**src/rtl/ppc_pkg.sv**
```systemverilog
`default_nettype none
package ppc_pkg;

  localparam int NUM_VREGS = 4;
  localparam int VIDX_W    = 2;
  localparam int CFG_IDX_W = 3;
  localparam int CNT_W     = 3;

  localparam logic [CFG_IDX_W-1:0] REG_VERTEX_COUNT = 3'd4;
  localparam logic [CNT_W-1:0]     VERTEX_COUNT_RST = 3'd4;
  localparam logic [CNT_W-1:0]     MIN_VERTICES     = 3'd3;

  // per-transaction control travelling down the cell chain
  typedef struct packed {
    logic valid;
    logic in_poly;
    logic once;   // one straddling edge seen
    logic done;   // second straddling edge seen, later edges ignored
  } tok_t;

endpackage
`default_nettype wire

```
**src/rtl/ppc_cell.sv**
```systemverilog
`default_nettype none
module ppc_cell #(
  parameter int COORD_WIDTH = 16
) (
  input  wire                           clk_i,
  input  wire                           rst_ni,
  input  wire                           active_i,
  input  wire logic signed [COORD_WIDTH-1:0] prev_x_i,
  input  wire logic signed [COORD_WIDTH-1:0] prev_y_i,
  input  wire logic signed [COORD_WIDTH-1:0] cur_x_i,
  input  wire logic signed [COORD_WIDTH-1:0] cur_y_i,
  input  wire ppc_pkg::tok_t            tok_i,
  input  wire logic signed [COORD_WIDTH-1:0] px_i,
  input  wire logic signed [COORD_WIDTH-1:0] py_i,
  output ppc_pkg::tok_t                 tok_o,
  output logic signed [COORD_WIDTH-1:0] px_o,
  output logic signed [COORD_WIDTH-1:0] py_o
);

  localparam int DW = COORD_WIDTH + 1;
  localparam int PW = 2 * COORD_WIDTH + 2;

  logic signed [DW-1:0] dxa, dy, dyb, dxb;
  logic signed [PW-1:0] p1_d, p2_d;
  logic                 yf0, yf1, xf0, xf1, hit_d;

  ppc_pkg::tok_t        a_tok_q;
  logic signed [COORD_WIDTH-1:0] a_px_q, a_py_q;
  logic signed [PW-1:0] a_p1_q, a_p2_q;
  logic                 a_hit_q, a_simple_q, a_xf0_q, a_dypos_q;

  ppc_pkg::tok_t        b_tok_d, b_tok_q;
  logic signed [COORD_WIDTH-1:0] b_px_q, b_py_q;
  logic                 tog;

  // stage A: straddle test and the two cross products
  assign yf0 = prev_y_i >= py_i;
  assign yf1 = cur_y_i >= py_i;
  assign xf0 = prev_x_i >= px_i;
  assign xf1 = cur_x_i >= px_i;
  assign hit_d = tok_i.valid & active_i & ~tok_i.done & (yf0 ^ yf1);

  assign dxa = DW'(cur_x_i) - DW'(px_i);
  assign dy  = DW'(prev_y_i) - DW'(cur_y_i);
  assign dyb = DW'(cur_y_i) - DW'(py_i);
  assign dxb = DW'(prev_x_i) - DW'(cur_x_i);
  assign p1_d = PW'(dxa) * PW'(dy);
  assign p2_d = PW'(dyb) * PW'(dxb);

  always_ff @(posedge clk_i or negedge rst_ni) begin
    if (!rst_ni) begin
      a_tok_q <= '0;
    end else begin
      a_tok_q <= tok_i;
    end
  end

  always_ff @(posedge clk_i) begin
    a_px_q     <= px_i;
    a_py_q     <= py_i;
    a_p1_q     <= p1_d;
    a_p2_q     <= p2_d;
    a_hit_q    <= hit_d;
    a_simple_q <= xf0 == xf1;
    a_xf0_q    <= xf0;
    a_dypos_q  <= dy > 0;
  end

  // stage B: intercept compare and toggle
  always_comb begin
    tog = a_hit_q & (a_simple_q ? a_xf0_q :
                     (a_dypos_q ? (a_p1_q >= a_p2_q) : (a_p1_q <= a_p2_q)));
    b_tok_d = a_tok_q;
    b_tok_d.in_poly = a_tok_q.in_poly ^ tog;
    if (a_hit_q) begin
      b_tok_d.done = a_tok_q.once;
      b_tok_d.once = 1'b1;
    end
  end

  always_ff @(posedge clk_i or negedge rst_ni) begin
    if (!rst_ni) begin
      b_tok_q <= '0;
    end else begin
      b_tok_q <= b_tok_d;
    end
  end

  always_ff @(posedge clk_i) begin
    b_px_q <= a_px_q;
    b_py_q <= a_py_q;
  end

  assign tok_o = b_tok_q;
  assign px_o  = b_px_q;
  assign py_o  = b_py_q;

endmodule
`default_nettype wire
```
**config.mk**
```make
export PLATFORM = sky130hd
export DESIGN_NAME = ppc_cell
export DESIGN_NICKNAME = d
export VERILOG_FILES = /design/src/rtl/ppc_pkg.sv /design/src/rtl/ppc_cell.sv
export SDC_FILE = /design/constraint.sdc
export NUM_CORES = 2
export LEC_CHECK = 0
export ABC_AREA = 1
export BUFFER_PORTS_ARGS = -buffer_cell sky130_fd_sc_hd__buf_2
export CAP_MARGIN = 10
export CORE_MARGIN = 10
export CORE_UTILIZATION = 55
export CTS_CLUSTER_SIZE = 14
export DETAILED_ROUTE_END_ITERATION = 8
export PLACE_DENSITY = 0.81
export SLEW_MARGIN = 10
export SYNTH_ARGS = -nofsm -noshare
export SYNTH_HDL_FRONTEND = slang
export SYNTH_SLANG_ARGS = --single-unit
```
**constraint.sdc**
```tcl
create_clock -name clk_i -period 2.48 [get_ports clk_i]
set_clock_uncertainty 0.2 [all_clocks]
set_input_delay 0.496 -clock clk_i [delete_from_list [all_inputs] [get_ports clk_i]]
set_output_delay 0.496 -clock clk_i [all_outputs]
set_load 0.05 [all_outputs]
```
==> results.yml <==
logic_synthesis:
  yosysWarnings: 0
  synth.top_cell.area_share: 0.398
  synth_seq_cells: 144
  yosysSeqAreaShare: 0.0974
  yosys-top-cells-area: "fa_1 40%, ha_1 13%, inv_1 11%, dfxtp_1 9.1%, nand2_1 8.3%"
  ys.flop_type: "dfxtp_1"
  synth_edf_count: 0
  synth.distinct_cells: 46
  syn_avg_cell_area_um2: 8.19
  netlist_area_um2: 30000
  synthArstFlopShare: 0.0556
  synthesis.nets: 4663
  synthCells: 3662
  yosysTopAreaCell: "fa_1"
worst_setup_path:
  cpPeakStageDelay_ns: 0.70
  cp-start-kind: "input port"
  critPathSlowestCell: "fa_1"
  cp.required_ns: 2.64
  worst-path-buf-inv: 10
  critPathTopFamily: "adder cells"
  path_class: "in -> reg"
  setup.worst_path.end_class: "flip-flop"
  crit_arrival_ns: 7.42
  cp_max_fo: 6
  cp_common_cell: "nand2_1"
final_layout:
  fin_nets: 5603
  layout-drive-gt1-share: 0.374
  fin_area_um2: 43300
  final_cells: 5315
  mostFrequentLayoutCell: "inv_1"
  multi_input_area_um2: 27300
  num-fill-cells: 2712
  layout_common_cells: "773 x inv_1, 668 x buf_4, 554 x fa_1"
  seq_area_um2: 2920
  area_delta_synth_final_pct: 44.2
place:
  port_buffers: 138
  pre_cts_slack_ns: -4.98
  place_congestion: 1.01
  place_inst: 5136
  post-dp-hpwl_um: 84700
  placed_cell_area_um2: 38200
detailed_routing:
  drt_iter0_markers: 3727
  via_count: 31634
  wirelength_um: 128000
  final_antenna_net_count: 0
  drt_pass1_iterations: 9
  remaining_drc_errors: 0
  wl_per_cell_um: 24.0
  vias_per_cell: 5.95
global_route:
  overflow: 0
  grt_max_degree: 19
  grt_pass1_vias: 33002
  antenna_found_initial: 6
  grt_pass1_wl_um: 176000
  grt_use_total: 0.358
cts:
  cts_buffers: 17
  htree_levels: 4
  cts_tree: "done"
  cts.sinks: 144
  cts_root_buffer: "clkbuf_16"
  path_clk_slew_ns: 0.08
  clock_path_buffers: 2
  clk-insertion-delay-late_ns: 0.51
sta:
  slew_violations: 0
  tightestPinTransition_ns: 0.428
  slew_headroom: 0.713
  setup_viol: 66
  rsz0062_at_grt: "true"
  hold_viol: 0
  fmax_mhz: 138
  fin_crit_ns: 7.26
  min_period_over_period: 2.93
  finalWorstSetupSlack_ns: -4.78
die:
  coreArea_um2: 53900
  die_area_um2: 64300
  rows: 85
  die_w_um: 254
  die_h_um: 254
  start_util: 0.556
  pin_count: 139
outcome:
  outcome: "complete, but fails checks"
  violations: "negative setup slack"
worst_hold_path:
  hp-class: "in -> reg"
run:
  cap_violations: 0
[state kept, by name (all words and copies together) (netlist names), 4 cells and up]
| register | cells |
|---|---|
| a_tok_q | 4 |
| a_p2_q | 34 |
| a_px_q | 16 |
| tok_o | 4 |
| py_o | 16 |
| px_o | 16 |
| a_p1_q | 34 |
| a_py_q | 16 |
[synth_stat cells (3+ instances only)]
library cell  count
nand2_1         660
o21a_1            7
nand2_2           5
nand3b_1          7
o21ai_2           4
xor2_1           61
a21boi_0          4
a211oi_1          4
a21o_1           12
nor4_1            5
inv_2            13
clkinv_1         12
xor2_2            7
o211ai_1          3
clkbuf_1         28
buf_2            21
o21bai_1         14
dfrtp_1           8
a31oi_1           7
nor2_1          397
a21oi_1         154
nand3_1          81
ha_1            302
nor2_4            3
nor3_1           25
xnor2_1          42
inv_1           908
dfxtp_1         136
o21ai_0          72
fa_1            596
o21ai_1           3
or2_1             3
a31o_2            3
or2_2             7
nand4_1          32
nand3_2           3
[cell families after synthesis]
logic type               Yosys count  synth area share
flip-flops                       144            0.0974
AND/OR/NAND/NOR                 1232             0.166
XOR/XNOR                         110            0.0339
buffers and inverters            985             0.125
AO/OA/AOI/OAI                    293            0.0546
adder cells (fa/ha/maj)          898             0.524
[through the flow]
stage,hold WS [ns],TNS (ns),util
floorplan,0.000409,-221.19,-
global placement,0.110,-267.05,0.709
detailed placement,0.112,-273.17,0.709
CTS,0.00144,-221.53,0.776
global route,0.0114,-256.82,0.802
finish,0.0142,-246.31,0.802
[metal layers]
layer	track usage	vias to the layer above	wire, µm
li1	-	12788	-
met3	0.120	1039	16900
met2	0.581	2654	57300
met5	0	-	40
met1	0.393	15149	41000
met4	0.245	4	12400
[final cells by class]
| cell class | instances | share of cell area |
|---|---|---|
| antenna | 4 | 0.000231 |
| clock buffer | 17 | 0.00983 |
| clock inverter | 15 | 0.00451 |
| inverter | 933 | 0.0844 |
| multi-input combinational | 2533 | 0.630 |
| sequential | 144 | 0.0676 |
| tap | 696 | 0.0201 |
| timing repair buffer | 972 | 0.183 |
| timing repair inverter | 1 | 0.000174 |
[worst register-to-register path: stages, from the launching register on]
cell     delay, ns
dfxtp_1       0.41
inv_1         0.09
ha_1          0.35
nand2_1       0.10
nor2_1        0.23
nand4_1       0.27
nor2_2        0.21
nand3_1       0.16
nand3_1       0.17
nand2_1       0.11
nand3_1       0.13
nand2_1       0.07
nand2_1       0.06
nand2_1       0.04
[final timing paths]
| path | depth (start not counted) | from | end | slack [ns] |
|---|---|---|---|---|
| max in group asynchronous | 2 | rst_ni | a_tok_q[1] | 1.74 |
| max reg2reg | 13 | a_p2_q[33] | tok_o[2] | -0.22 |
| min reg2reg | 0 | a_px_q[13] | px_o[13] | 0.12 |
| max | 34 | px_i[4] | a_p1_q[31] | -4.78 |
| min | 2 | py_i[14] | a_py_q[14] | 0.01 |
| min in group asynchronous | 2 | rst_ni | tok_o[2] | 0.17 |
[what timing repair did]
| item | 4_1_cts | 5_1_grt |
|---|---|---|
| buffers inserted | 76 | 41 |
| pin swaps | 280 | 223 |
| cloned | 2 | 1 |
| hold endpoints to repair | 36 | 0 |
| hold buffers | 29 | 0 |
| setup endpoints to repair | 65 | 67 |
| resized for setup | 533 | 259 |
Power is left out: the tool's default activity adds up to more than one toggle a clock period on the data nets, which glitch-free logic cannot reach.
